===== src/rtl/pfm_pkg.sv =====
// ----------------------------------------------------------------------------
// pfm_pkg
// shared types, constants and helpers of the paged frame manager
// ----------------------------------------------------------------------------
package pfm_pkg;

  localparam int NUM_FRAMES = 16;
  localparam int FIDX_W     = (NUM_FRAMES > 1) ? $clog2(NUM_FRAMES) : 1;
  localparam int CNT_W      = $clog2(NUM_FRAMES + 1);
  localparam int CFG_W      = 9;
  localparam int CFG_IDX_W  = 2;

  localparam logic [CFG_IDX_W-1:0] CFG_POLICY    = 2'd0;
  localparam logic [CFG_IDX_W-1:0] CFG_PAGE_LOG2 = 2'd1;
  localparam logic [CFG_IDX_W-1:0] CFG_FRAMES    = 2'd2;

  localparam logic       POLICY_FIFO    = 1'b0;
  localparam logic       POLICY_LRU     = 1'b1;
  localparam logic       FUNC_ACCESS    = 1'b0;
  localparam logic       FUNC_RELEASE   = 1'b1;
  localparam logic [4:0] LG_MIN         = 5'd4;
  localparam logic [4:0] LG_MAX         = 5'd16;
  localparam logic [4:0] LG_RESET       = 5'd8;
  localparam logic [8:0] FRAMES_RESET   = 9'd16;

  typedef struct packed {
    logic        func;
    logic [7:0]  pid;
    logic [27:0] page;
    logic [15:0] offset;
  } item_t;

  typedef struct packed {
    logic             idle;
    logic [CNT_W-1:0] order_cnt;
    logic [CNT_W-1:0] resident_cnt;
  } bk_status_t;

  function automatic logic [4:0] clamp_lg(input logic [4:0] v);
    logic [4:0] r;
    r = v;
    if (v < LG_MIN) r = LG_MIN;
    if (v > LG_MAX) r = LG_MAX;
    return r;
  endfunction

  function automatic logic [CNT_W-1:0] clamp_limit(input logic [8:0] v);
    logic [CNT_W-1:0] r;
    if (v == 9'd0) r = CNT_W'(1);
    else if (v > 9'(NUM_FRAMES)) r = CNT_W'(NUM_FRAMES);
    else r = v[CNT_W-1:0];
    return r;
  endfunction

endpackage


===== src/rtl/pfm_front.sv =====
// ----------------------------------------------------------------------------
// pfm_front
// accepts beats, splits the address into page and offset, two-entry queue
// ----------------------------------------------------------------------------
module pfm_front (
  input  logic              clk,
  input  logic              rst_n,
  input  logic              in_valid,
  output logic              in_ready,
  input  logic              in_func,
  input  logic [7:0]        in_pid,
  input  logic [31:0]       in_logical_address,
  input  logic [4:0]        lg,
  output logic              q_valid,
  output pfm_pkg::item_t    q_item,
  input  logic              q_pop
);
  import pfm_pkg::*;

  item_t       q_r [2];
  logic        wp_r, rp_r;
  logic [1:0]  cnt_r;
  logic [4:0]  lgc;
  logic [31:0] page_full;
  logic [31:0] off_full;
  item_t       new_item;
  logic        push;

  assign lgc       = clamp_lg(lg);
  assign page_full = in_logical_address >> lgc;
  assign off_full  = in_logical_address & ((32'd1 << lgc) - 32'd1);
  assign new_item  = '{func: in_func, pid: in_pid, page: page_full[27:0],
                       offset: off_full[15:0]};

  assign in_ready = (cnt_r != 2'd2);
  assign push     = in_valid && in_ready;
  assign q_valid  = (cnt_r != 2'd0);
  assign q_item   = q_r[rp_r];

  always_ff @(posedge clk) begin
    if (!rst_n) begin
      wp_r  <= 1'b0;
      rp_r  <= 1'b0;
      cnt_r <= 2'd0;
    end else begin
      if (push) begin
        q_r[wp_r] <= new_item;
        wp_r      <= ~wp_r;
      end
      if (q_pop) rp_r <= ~rp_r;
      cnt_r <= cnt_r + {1'b0, push} - {1'b0, q_pop};
    end
  end

endmodule


===== src/rtl/pfm_back.sv =====
// ----------------------------------------------------------------------------
// pfm_back
// frame table sequencer: lookup and release scans, eviction, order compaction, result beat
// ----------------------------------------------------------------------------
module pfm_back (
  input  logic                clk,
  input  logic                rst_n,
  input  logic                q_valid,
  input  pfm_pkg::item_t      q_item,
  output logic                q_pop,
  input  logic                policy,
  input  logic [4:0]          lg,
  input  logic [8:0]          frames_in_use,
  output logic                out_valid,
  input  logic                out_ready,
  output logic [23:0]         out_physical_address,
  output logic [7:0]          out_frame_index,
  output logic                out_page_fault,
  output logic                out_evicted,
  output logic [7:0]          out_victim_pid,
  output logic [27:0]         out_victim_page,
  output logic [8:0]          out_released_count,
  output pfm_pkg::bk_status_t status
);
  import pfm_pkg::*;

  typedef enum logic [2:0] {S_IDLE, S_SCAN, S_RSCAN, S_VICT, S_COMP, S_FIN} state_t;

  state_t             state_r;
  item_t              it_r;
  logic [NUM_FRAMES-1:0] valid_r;
  logic [7:0]         owner_r [NUM_FRAMES];
  logic [27:0]        page_r  [NUM_FRAMES];
  logic [FIDX_W-1:0]  order_r [NUM_FRAMES];
  logic [CNT_W-1:0]   ocnt_r;
  logic [FIDX_W-1:0]  f_r, frame_r, rm_r, free_r;
  logic               free_found_r, fault_r, evict_r, append_r;
  logic [CNT_W-1:0]   r_r, w_r, rel_r;
  logic [7:0]         vpid_r;
  logic [27:0]        vpage_r;
  logic               out_valid_r;
  logic [23:0]        out_pa_r;
  logic [7:0]         out_fi_r, out_vpid_r;
  logic               out_pf_r, out_ev_r;
  logic [27:0]        out_vpage_r;
  logic [8:0]         out_rel_r;

  logic [FIDX_W-1:0]  victim, rd_idx, comp_ol;
  logic [7:0]         owner_rd;
  logic [27:0]        page_rd;
  logic               match, free_now, keep, last_f, slot_free;
  logic [CNT_W-1:0]   limit;
  logic [4:0]         lgc;
  logic [31:0]        phys;

  assign victim   = order_r[0];
  assign rd_idx   = (state_r == S_VICT) ? victim : f_r;
  assign owner_rd = owner_r[rd_idx];
  assign page_rd  = page_r[rd_idx];
  assign limit    = clamp_limit(frames_in_use);
  assign lgc      = clamp_lg(lg);
  assign last_f   = (f_r == FIDX_W'(NUM_FRAMES - 1));
  assign match    = valid_r[f_r] && (owner_rd == it_r.pid) && (page_rd == it_r.page);
  assign free_now = !valid_r[f_r] && (CNT_W'(f_r) < limit);
  assign comp_ol  = order_r[r_r[FIDX_W-1:0]];
  assign keep     = (it_r.func == FUNC_RELEASE) ? valid_r[comp_ol] : (comp_ol != rm_r);
  assign slot_free = !out_valid_r || out_ready;
  assign phys     = (32'(frame_r) << lgc) + 32'(it_r.offset);
  assign q_pop    = (state_r == S_IDLE) && q_valid;

  always_ff @(posedge clk) begin
    if (!rst_n) begin
      state_r     <= S_IDLE;
      valid_r     <= '0;
      ocnt_r      <= '0;
      out_valid_r <= 1'b0;
    end else begin
      if ((state_r == S_FIN) && slot_free) out_valid_r <= 1'b1;
      else if (out_ready) out_valid_r <= 1'b0;
      case (state_r)
        S_IDLE: begin
          if (q_valid) begin
            it_r         <= q_item;
            f_r          <= '0;
            rel_r        <= '0;
            free_found_r <= 1'b0;
            fault_r      <= 1'b0;
            evict_r      <= 1'b0;
            vpid_r       <= '0;
            vpage_r      <= '0;
            frame_r      <= '0;
            r_r          <= '0;
            w_r          <= '0;
            state_r      <= (q_item.func == FUNC_RELEASE) ? S_RSCAN : S_SCAN;
          end
        end
        S_SCAN: begin
          f_r <= f_r + FIDX_W'(1);
          if (match) begin
            frame_r  <= f_r;
            rm_r     <= f_r;
            append_r <= 1'b1;
            state_r  <= (policy == POLICY_LRU) ? S_COMP : S_FIN;
          end else begin
            if (free_now && !free_found_r) begin
              free_found_r <= 1'b1;
              free_r       <= f_r;
            end
            if (last_f) begin
              fault_r <= 1'b1;
              if (free_found_r || free_now) begin
                frame_r <= free_found_r ? free_r : f_r;
                valid_r[free_found_r ? free_r : f_r] <= 1'b1;
                owner_r[free_found_r ? free_r : f_r] <= it_r.pid;
                page_r[free_found_r ? free_r : f_r]  <= it_r.page;
                if (ocnt_r < CNT_W'(NUM_FRAMES)) begin
                  order_r[ocnt_r[FIDX_W-1:0]] <= free_found_r ? free_r : f_r;
                  ocnt_r <= ocnt_r + CNT_W'(1);
                end
                state_r <= S_FIN;
              end else if (ocnt_r != '0) begin
                state_r <= S_VICT;
              end else begin
                frame_r    <= '0;
                valid_r[0] <= 1'b1;
                owner_r[0] <= it_r.pid;
                page_r[0]  <= it_r.page;
                order_r[0] <= '0;
                ocnt_r     <= CNT_W'(1);
                state_r    <= S_FIN;
              end
            end
          end
        end
        S_VICT: begin
          evict_r         <= 1'b1;
          vpid_r          <= owner_rd;
          vpage_r         <= page_rd;
          frame_r         <= victim;
          rm_r            <= victim;
          append_r        <= 1'b1;
          owner_r[victim] <= it_r.pid;
          page_r[victim]  <= it_r.page;
          state_r         <= S_COMP;
        end
        S_RSCAN: begin
          f_r <= f_r + FIDX_W'(1);
          if (valid_r[f_r] && owner_rd == it_r.pid) begin
            valid_r[f_r] <= 1'b0;
            rel_r        <= rel_r + CNT_W'(1);
          end
          if (last_f) begin
            append_r <= 1'b0;
            state_r  <= S_COMP;
          end
        end
        S_COMP: begin
          if (r_r < ocnt_r) begin
            r_r <= r_r + CNT_W'(1);
            if (keep) begin
              order_r[w_r[FIDX_W-1:0]] <= comp_ol;
              w_r <= w_r + CNT_W'(1);
            end
          end else begin
            if (append_r && w_r < CNT_W'(NUM_FRAMES)) begin
              order_r[w_r[FIDX_W-1:0]] <= frame_r;
              ocnt_r <= w_r + CNT_W'(1);
            end else begin
              ocnt_r <= w_r;
            end
            state_r <= S_FIN;
          end
        end
        S_FIN: begin
          if (slot_free) begin
            if (it_r.func == FUNC_RELEASE) begin
              out_pa_r    <= '0;
              out_fi_r    <= '0;
              out_pf_r    <= 1'b0;
              out_ev_r    <= 1'b0;
              out_vpid_r  <= '0;
              out_vpage_r <= '0;
              out_rel_r   <= 9'(rel_r);
            end else begin
              out_pa_r    <= phys[23:0];
              out_fi_r    <= 8'(frame_r);
              out_pf_r    <= fault_r;
              out_ev_r    <= evict_r;
              out_vpid_r  <= vpid_r;
              out_vpage_r <= vpage_r;
              out_rel_r   <= '0;
            end
            state_r <= S_IDLE;
          end
        end
        default: state_r <= S_IDLE;
      endcase
    end
  end

  assign out_valid            = out_valid_r;
  assign out_physical_address = out_pa_r;
  assign out_frame_index      = out_fi_r;
  assign out_page_fault       = out_pf_r;
  assign out_evicted          = out_ev_r;
  assign out_victim_pid       = out_vpid_r;
  assign out_victim_page      = out_vpage_r;
  assign out_released_count   = out_rel_r;

  assign status = '{idle: (state_r == S_IDLE), order_cnt: ocnt_r,
                    resident_cnt: CNT_W'($countones(valid_r))};

endmodule


===== src/rtl/paged_frame_manager_fifo_lru.sv =====
// ----------------------------------------------------------------------------
// paged_frame_manager_fifo_lru
// demand-paging frame manager with fifo or lru replacement
// ----------------------------------------------------------------------------
// an item runs the table scan, which checks one frame per cycle and stops early on a hit;
// an lru move, an eviction or a release then runs the order compaction, one entry per cycle
// the sequencer takes a new item only when done with the last; the front queue holds two beats
// reset: synchronous active low; all frames free, config to defaults
module paged_frame_manager_fifo_lru (
  input  logic                              clk,
  input  logic                              rst_n,
  input  logic                              cfg_we,
  input  logic [pfm_pkg::CFG_IDX_W-1:0]     cfg_index,
  input  logic [pfm_pkg::CFG_W-1:0]         cfg_data,
  input  logic                              in_valid,
  output logic                              in_ready,
  input  logic                              in_func,
  input  logic [7:0]                        in_pid,
  input  logic [31:0]                       in_logical_address,
  output logic                              out_valid,
  input  logic                              out_ready,
  output logic [23:0]                       out_physical_address,
  output logic [7:0]                        out_frame_index,
  output logic                              out_page_fault,
  output logic                              out_evicted,
  output logic [7:0]                        out_victim_pid,
  output logic [27:0]                       out_victim_page,
  output logic [8:0]                        out_released_count
);
  import pfm_pkg::*;

  logic       policy_r;
  logic [4:0] lg_r;
  logic [8:0] frames_r;
  logic       q_valid, q_pop;
  item_t      q_item;
  bk_status_t status;

  always_ff @(posedge clk) begin
    if (!rst_n) begin
      policy_r <= POLICY_FIFO;
      lg_r     <= LG_RESET;
      frames_r <= FRAMES_RESET;
    end else if (cfg_we) begin
      case (cfg_index)
        CFG_POLICY:    policy_r <= cfg_data[0];
        CFG_PAGE_LOG2: lg_r     <= cfg_data[4:0];
        CFG_FRAMES:    frames_r <= cfg_data[8:0];
        default: ;
      endcase
    end
  end

  pfm_front u_front (
    .clk                (clk),
    .rst_n              (rst_n),
    .in_valid           (in_valid),
    .in_ready           (in_ready),
    .in_func            (in_func),
    .in_pid             (in_pid),
    .in_logical_address (in_logical_address),
    .lg                 (lg_r),
    .q_valid            (q_valid),
    .q_item             (q_item),
    .q_pop              (q_pop)
  );

  pfm_back u_back (
    .clk                  (clk),
    .rst_n                (rst_n),
    .q_valid              (q_valid),
    .q_item               (q_item),
    .q_pop                (q_pop),
    .policy               (policy_r),
    .lg                   (lg_r),
    .frames_in_use        (frames_r),
    .out_valid            (out_valid),
    .out_ready            (out_ready),
    .out_physical_address (out_physical_address),
    .out_frame_index      (out_frame_index),
    .out_page_fault       (out_page_fault),
    .out_evicted          (out_evicted),
    .out_victim_pid       (out_victim_pid),
    .out_victim_page      (out_victim_page),
    .out_released_count   (out_released_count),
    .status               (status)
  );

  a_evict_fault: assert property (@(posedge clk) disable iff (!rst_n)
    out_valid && out_evicted |-> out_page_fault)
    else $error("eviction without page fault");

  a_order_resident: assert property (@(posedge clk) disable iff (!rst_n)
    status.idle |-> status.order_cnt == status.resident_cnt)
    else $error("replacement order out of step with resident frames");

  a_release_clean: assert property (@(posedge clk) disable iff (!rst_n)
    out_valid && out_released_count != 9'd0 |-> !out_page_fault && !out_evicted)
    else $error("release beat carries access fields");

endmodule


===== config.mk =====
export PLATFORM = sky130hd
export DESIGN_NAME = paged_frame_manager_fifo_lru
export DESIGN_NICKNAME = d
export VERILOG_FILES = /design/src/rtl/pfm_pkg.sv /design/src/rtl/pfm_front.sv /design/src/rtl/pfm_back.sv /design/src/rtl/paged_frame_manager_fifo_lru.sv
export SDC_FILE = /design/constraint.sdc
export NUM_CORES = 1
export LEC_CHECK = 0
export ABC_CLOCK_PERIOD_IN_PS = 10200
export BUFFER_PORTS_ARGS = -buffer_cell sky130_fd_sc_hd__buf_2
export CAP_MARGIN = 5
export CORE_ASPECT_RATIO = 1.4
export CORE_MARGIN = 1.5
export CORE_UTILIZATION = 40
export CTS_BUF_LIST = sky130_fd_sc_hd__clkbuf_2 sky130_fd_sc_hd__clkbuf_4 sky130_fd_sc_hd__clkbuf_8
export CTS_CLUSTER_SIZE = 30
export DETAILED_ROUTE_END_ITERATION = 16
export PLACE_DENSITY_LB_ADDON = 0.1
export SYNTH_ARGS = -nofsm -noshare
export SYNTH_HDL_FRONTEND = slang
export SYNTH_SLANG_ARGS = --single-unit

===== constraint.sdc =====
create_clock -name clk -period 10.2 [get_ports clk]
set_input_delay 3.06 -clock clk [delete_from_list [all_inputs] [get_ports clk]]
set_output_delay 3.06 -clock clk [all_outputs]
set_load 0.02 [all_outputs]

==> run metrics, run 1 <==
Fillers 9,719; Fin. Hold Viols 0; Final Power between 10,000 and 15,000 uW; CP Class reg -> reg; Startpoint Class flop; Flop pwr share 0.418; Post-CTS Setup Bufs 0; Synth Flop Type edfxtp_1; final WL between 100,000 and 150,000 um; top post-synthesis cells by area edfxtp_1 (64%), mux2i_1 (5.3%), mux4_2 (3.7%), nand2_1 (2.3%), dfxtp_1 (2.2%); pre-CTS WS around 2200 ps; final antenna-violating net count 0; hold buffers post-CTS 0; maximum number of pins on one net before global-route repair 90; logic gate share of total power 0.335; Setup Viol. Count Final 0; Sum Neg Setup Slack 0 ps; Worst Setup SP u_back.state_r[0]; Post-synth EDFFs around 940; iteration count of the initial detailed-routing pass 9; Placed Cells 4,579; vias in the first global route about 29,000; grt met2 use 0.422; power per cell area ~270 nW/um^2; CTS tree yes; Cell Rows between 100 and 150; routed via count between 20,000 and 30,000; Yosys reg bits between 900 and 1,000; Hold WS 475 ps; DR DRC count 0; Post-Layout Cell Count between 4,000 and 5,000; max_cap viols 0; hold wc startpoint frames_r[4]; ys async rst share 0; Initial Utilization 0.405; grt ovf 0; antenna violations before repair 6; crit path capture type flop; die height between 300 and 400 um; layout cells sized above 1 0.194; Netlist cell types 91; Die Wd approximately 280 um; PortBufs approximately 130; fin nets ~3,400; area of the core roughly 110,000 sq um; Synth top area share 0.641; Cells after Synth ~3,100; largest family of logic cells by synthesized area multiplexers; switching share of power 0.377; met3 Usage GRT 0.0435; Pint around 8400 uW; clk_skew roughly 32 ps; Clock Tree Buf Depth 3; adder-cell share of the synthesized area 0.0104; I/O pin count around 140; gr busiest metal met2; wire length per cell 27.7 um; vias per cell slightly below 6; post-route minimum period 8090 ps; Clk pwr share 0.247; worst-margin pin slew approximately 1200 ps; Final period util 0.793; worst r2r src u_back.state_r[0]; cts bufs inserted 156; most common cell in the netlist edfxtp_1; Post-Synth Simple-Gate Area 0.0885; clk slew on worst S/H paths approximately 60 ps; routability cong. between 0.9 and 1; CTS Root Cell clkbuf_8; RSZ-0062 raised after global routing no; worst-skew pair later-pin latency 870 ps; Post-Synth XOR/XNOR Area 0.00953; Synth Area in Compound Gates 0.0907; peak supply drop about 200 uV; max-slew violation count 0; met1 usage 0.285; status complete, no violations; Layout area overhead 12.4%; total die area between 100,000 and 150,000 sq um; H-tree depth 4; Synth Warn # 0; slack of the critical path between 2000 and 2500 ps; Sink Count 990; crit path DAT roughly 8600 ps; Mean Syn Cell Area about 14 sq um; Starting DRT DRC Count around 2,400; leakage around 0.017 uW; fmax around 120 MHz; Synth top cells by count edfxtp_1 (941), nand2_1 (271), mux2i_1 (235), nor2_1 (195), o21ai_0 (108); Mapped Area about 44,000 sq um; Crit path required time approximately 11,000 ps; Tightest Hold Check Type reg -> reg; global-route wire length before repair about 200,000 um; Yosys top cell by area edfxtp_1; post-synthesis mux area share 0.113; crit path max fanout slightly below 90; register area share after synthesis 0.663; sw power slightly above 5000 uW; post-CTS sizing 0; All-Layer GR Usage 0.239; Post-DP HPWL about 86,000 um; worst relative slew slack 0.171
[cell usage in the layout, fill, tap and decap left out, types with 31 or more instances in the layout]
master    Yosys  final
edfxtp_1    941    941
nand2_1     271    270
mux2i_1     235    234
nor2_1      195    182
clkbuf_8      0    163
buf_2        42    129
o21ai_0     108    108
mux2_2       85     85
a21oi_1      81     78
nor2b_1      76     76
buf_4        21     74
mux4_2       73     73
nand3_1      68     68
inv_1        56     53
a211oi_1     50     50
nor3_1       51     47
dfxtp_1      49     47
clkinv_1      3     44
ha_1         35     35
clkbuf_4      0     34
o211ai_1     32     32
and2_1       31     31
[per-layer routing]
layer,wire (um),vias to the layer above,part of all wire
met5,23,-,0.00017
li1,-,12400,-
met3,8330,291,0.062
met4,5680,6,0.042
met2,68900,1190,0.51
met1,51700,14200,0.38
[power groups by stage]
stage	sequential, uW	clock (uW)	combinational (uW)
after global routing	5650	3570	4760
final	5610	3320	4490
after global placement	5670	0	4430
after CTS	5610	3400	4480
after floorplan	5420	0	2940
after detailed placement	5690	0	4460
[state kept, by name, indices dropped and copies added, names as in the netlist, 4 cells and up, named ones only]
name and cells:
u_back.it_r 53, u_back.rel_r 5, u_back.vpage_r 28, lg_r 5, u_back.valid_r 16, u_back.f_r 4, u_back.out_victim_page 28, u_back.out_released_count 5
frames_r 9, u_front.q_r 106, u_back.out_victim_pid 8, u_back.out_frame_index 4, u_back.free_r 4, u_back.order_r 64, u_back.out_physical_address 24, u_back.rm_r 4
u_back.ocnt_r 5, u_back.vpid_r 8, u_back.r_r 5, u_back.page_r 448, u_back.frame_r 4, u_back.w_r 5, u_back.owner_r 128
[final cells by class]
type / count / area, sq um / area share
multi-input cells: 1872 / 14000 / 0.282
diodes: 5 / 12.5 / 0.000252
repair buffers: 206 / 1260 / 0.0254
clock buffers: 197 / 2500 / 0.0504
flip-flops and latches: 990 / 29200 / 0.590
clock inverters: 86 / 510 / 0.0103
inverters: 61 / 241 / 0.00487
well taps: 1450 / 1810 / 0.0366
[kinds of logic (layout without fill, tap and decap cells)]
| logic type | Yosys count | in the layout |
|---|---|---|
| compound gates | 556 | 556 |
| xor+xnor | 48 | 48 |
| fa+ha+maj | 36 | 36 |
| buf+inv | 253 | 550 |
| flops | 990 | 990 |
| mux | 394 | 394 |
| other cells | 2 | 23 |
| simple gates | 820 | 820 |
[worst max-delay path, stage by stage (launching register included)]
cell and delay, ps:
dfxtp_1 770, nand4b_1 710, a21boi_4 350, buf_4 300, inv_6 640, buf_12 530
mux2i_1 150, mux2i_1 470, o21ai_0 140, a2111oi_0 710, a22oi_1 150, a2111o_1 350
nor4b_4 580, buf_4 350, o311ai_1 370, nor3_2 280, buf_4 600
[worst paths after layout]
path,end,slack (ps),depth (start not counted)
worst min register to register,frames_r[4],480,2
worst max register to register,u_back.page_r[14][5],2110,16
worst max-delay path,u_back.page_r[14][5],2110,16
worst min-delay path,frames_r[4],480,2
[stage by stage]
| step | utilization | area (sq um) |
|---|---|---|
| floorplan | - | 44200 |
| global placement | 0.427 | 46600 |
| detailed placement | 0.427 | 46600 |
| CTS | 0.455 | 49600 |
| global route | 0.455 | 49600 |
| finish | 0.455 | 49600 |
No activity file was read; power rests on OpenSTA's default activity.
==> inputs of run 2 (changes only) <==
--- a/config.mk
+++ b/config.mk
@@ -5,7 +5,8 @@
 export SDC_FILE = /design/constraint.sdc
 export NUM_CORES = 1
 export LEC_CHECK = 0
-export ABC_CLOCK_PERIOD_IN_PS = 10200
+export ABC_AREA = 1
+export ABC_CLOCK_PERIOD_IN_PS = 8100
 export BUFFER_PORTS_ARGS = -buffer_cell sky130_fd_sc_hd__buf_2
 export CAP_MARGIN = 5
 export CORE_ASPECT_RATIO = 1.4
==> constraint.sdc (replaced) <==
create_clock -name clk -period 8.1 [get_ports clk]
set_input_delay 2.43 -clock clk [delete_from_list [all_inputs] [get_ports clk]]
set_output_delay 2.43 -clock clk [all_outputs]
set_load 0.02 [all_outputs]
==> run 2 against run 1 <==
- sequential cell count stayed put
- first-iteration DRC count fell by 6.4%
- clock skew is 1.1 ps lower
- clock-buffer cell count up 12
- register-to-register slack lost 590 ps
- clock power is 24% higher
- worst hold slack lost 30 ps
- routed wire length decreased by 9.0%
- critical path depth rose by 5
- core utilization decreased by 0.21 points
- die area fell by 2.7%
- fmax rose by 23%
==> run metrics, run 2 <==
worst-skew pair later-pin latency approximately 850 ps; Tightest Hold Check Type reg -> reg; Top reg by flops u_back.page_r; Netlist cell types 51; maximum number of pins on one net before global-route repair between 100 and 150; peak supply drop approximately 220 uV; Mapped Area 42,900 sq um; vias per cell 5.20; most common cell in the netlist nand2_1; Die Wd between 200 and 300 um; layout cells sized above 1 0.131; WP buf/inv 3; leakage approximately 0.018 uW; Synth Flop Type edfxtp_1; Post-CTS Setup Bufs 0; fmax 152 MHz; Fillers between 10,000 and 15,000; CTS tree yes; Post-synth EDFFs approximately 940; clk slew on worst S/H paths ~60 ps; clk_skew between 30 and 40 ps; fin nets 4,160; reg-to-reg slack, setup ~1500 ps; global-route wire length before repair about 180,000 um; antenna violations before repair 2; Final Power approximately 17,000 uW; final WL 123,000 um; cts bufs inserted approximately 160; hold buffers post-CTS 0; CTS Root Cell clkbuf_8; All-Layer GR Usage 0.226; Placed Cells roughly 5,300; total die area between 100,000 and 150,000 sq um; Worst path depth 21; area of the core between 100,000 and 150,000 sq um; Final period util 0.812; post-route minimum period ~6600 ps; Post-DP HPWL 75,400 um; iteration count of the initial detailed-routing pass 5; Worst path top cell family by delay simple AND/OR/NAND/NOR gates; final antenna-violating net count 0; Crit path required time ~8600 ps; Initial Utilization 0.402; Yosys reg bits between 900 and 1,000; CP cell instances nand3_2, nand2_1, buf_4, nand2_8, buf_12, nand2_1, nand3_1, nand3_1, nand3_1, nand3_1, nand2_1, nor2_1, nand3_1, nor2_4, nand3_2, nand3_4, nand3_1, nand2_1, nand3_1, nor2_4, buf_4; worst relative slew slack 0.275; most used cell, CP nand3_1; ys async rst share 0; Synth top cells by count nand2_1 (960), edfxtp_1 (941), nand3_1 (594), nor2_1 (297), inv_1 (240); Layout area overhead 12.7%; top post-synthesis cells by area edfxtp_1 (66%), nand2_1 (8.4%), nand3_1 (6.9%), nor2_1 (2.6%), o21ai_0 (2.4%); register area share after synthesis 0.681; Fin. Hold Viols 0; post-CTS sizing 0; worst r2r src u_back.state_r[0]; most frequent cells in the layout nand2_1 (960), edfxtp_1 (941), nand3_1 (594); pre-CTS WS between 1000 and 1500 ps; worst-margin pin slew between 1000 and 1500 ps; Clock Tree Buf Depth 3; routed via count between 20,000 and 30,000; Setup Viol. Count Final 0; Cell Rows around 140; crit path DAT slightly above 7000 ps; Startpoint Class flop; RSZ-0062 raised after global routing no; wire length per cell 21.8 um; crit path capture type flop; crit path max fanout slightly below 100; max reg flops between 400 and 500; Regs by FF count u_back.page_r (448), u_back.owner_r (128), u_front.q_r (106); Synth Warn # 0; I/O pin count 138; Sink Count 990; CP Class reg -> reg; routability cong. 0.891; R2R cell count 21; Synth top area share 0.658; termination of the worst setup path u_back.page_r[9][21]; Worst Setup SP u_back.state_r[0]; Crit path largest cell delay a little over 800 ps; die height a little under 400 um; vias in the first global route 29,500; DR DRC count 0; Crit-path slowest cell nor2_4; Post-Layout Cell Count ~5,600; Mean Syn Cell Area 11.0 sq um; PortBufs ~130; slack of the critical path around 1500 ps; power per cell area around 350 nW/um^2; max-slew violation count 0; H-tree depth 4; Hold WS 445 ps; Cells after Synth just under 4,000; most common cell after layout, fill and taps aside nand2_1; reg2reg end u_back.page_r[9][21]; grt ovf 0; Yosys top cell by area edfxtp_1; status complete, no violations; hold wc startpoint u_front.rp_r; max_cap viols 0; Starting DRT DRC Count about 2,300; Sum Neg Setup Slack 0 ps
[run 2: cell types whose count changed after synthesis, moves of 73 or more]
cell / previous run / this run
mux4_2: 73 / 0
nand3_1: 68 / 594
nand2_1: 271 / 960
mux2i_1: 235 / 6
inv_1: 56 / 240
nor2_1: 195 / 297
nor2b_1: 76 / 0
o21ai_0: 108 / 209
[run 2: how the worst min path moves through the flow]
| stage | endpoint | depth (start not counted) |
|---|---|---|
| 4_1_cts | flop | 1 |
| 6_report | flop | 1 |
| 2_1_floorplan | flop | 1 |
| 5_1_grt | u_back.valid_r[10] | 2 |
| 3_3_place_gp | flop | 1 |
| 3_5_place_dp | flop | 1 |
[run 2: cell families after synthesis]
| logic type | synth area share |
|---|---|
| and+or+nand+nor | 0.191 |
| DFF | 0.681 |
| buffers and inverters | 0.0441 |
| AOI/OAI and AO/OA | 0.0541 |
| muxes | 0.0153 |
| adders and majority gates | 0.0107 |
| xor gates and xnor gates | 0.00347 |
| other | 0.000175 |
[run 2: through the flow]
| step | util | cell area [sq um] |
|---|---|---|
| 4_1_cts | 0.453 | 48400 |
| 5_1_grt | 0.453 | 48400 |
| 6_report | 0.453 | 48400 |
| 3_5_place_dp | 0.425 | 45400 |
| 2_1_floorplan | - | 43000 |
| 3_3_place_gp | 0.425 | 45400 |
[run 2: routing by layer]
layer,track usage,vias up,share of wire
met5,0,-,0.000090
met4,0.0875,2,0.034
met3,0.0356,222,0.044
met2,0.396,826,0.51
met1,0.278,14200,0.41
li1,-,13900,-
[run 2: final cells by class]
class                           instances  area (sq um)  share of cell area
Antenna cell                            1          2.50           0.0000517
Clock buffer                          209          2590              0.0537
Clock inverter                         57           347             0.00717
Inverter                              253           950              0.0196
Multi-Input combinational cell       2465         12100               0.250
Sequential cell                       990         29200               0.605
Tap cell                             1440          1800              0.0373
Timing Repair Buffer                  201          1350              0.0279
[run 2: worst reg2reg max path, stage by stage, from the launching register on]
cell and delay, ps:
dfxtp_1 480, nand3_2 560, nand2_1 230, buf_4 340
nand2_8 410, buf_12 610, nand2_1 110, nand3_1 70
nand3_1 90, nand3_1 140, nand3_1 160, nand2_1 170
nor2_1 140, nand3_1 310, nor2_4 310, nand3_2 230
nand3_4 200, nand3_1 90, nand2_1 110, nand3_1 320
nor2_4 810, buf_4 390
[run 2: report_power, final]
part	internal [uW]	switching, uW	leakage (uW)
clock network	2160	1970	0.00154
registers	6500	575	0.00895
logic	1570	3910	0.00732
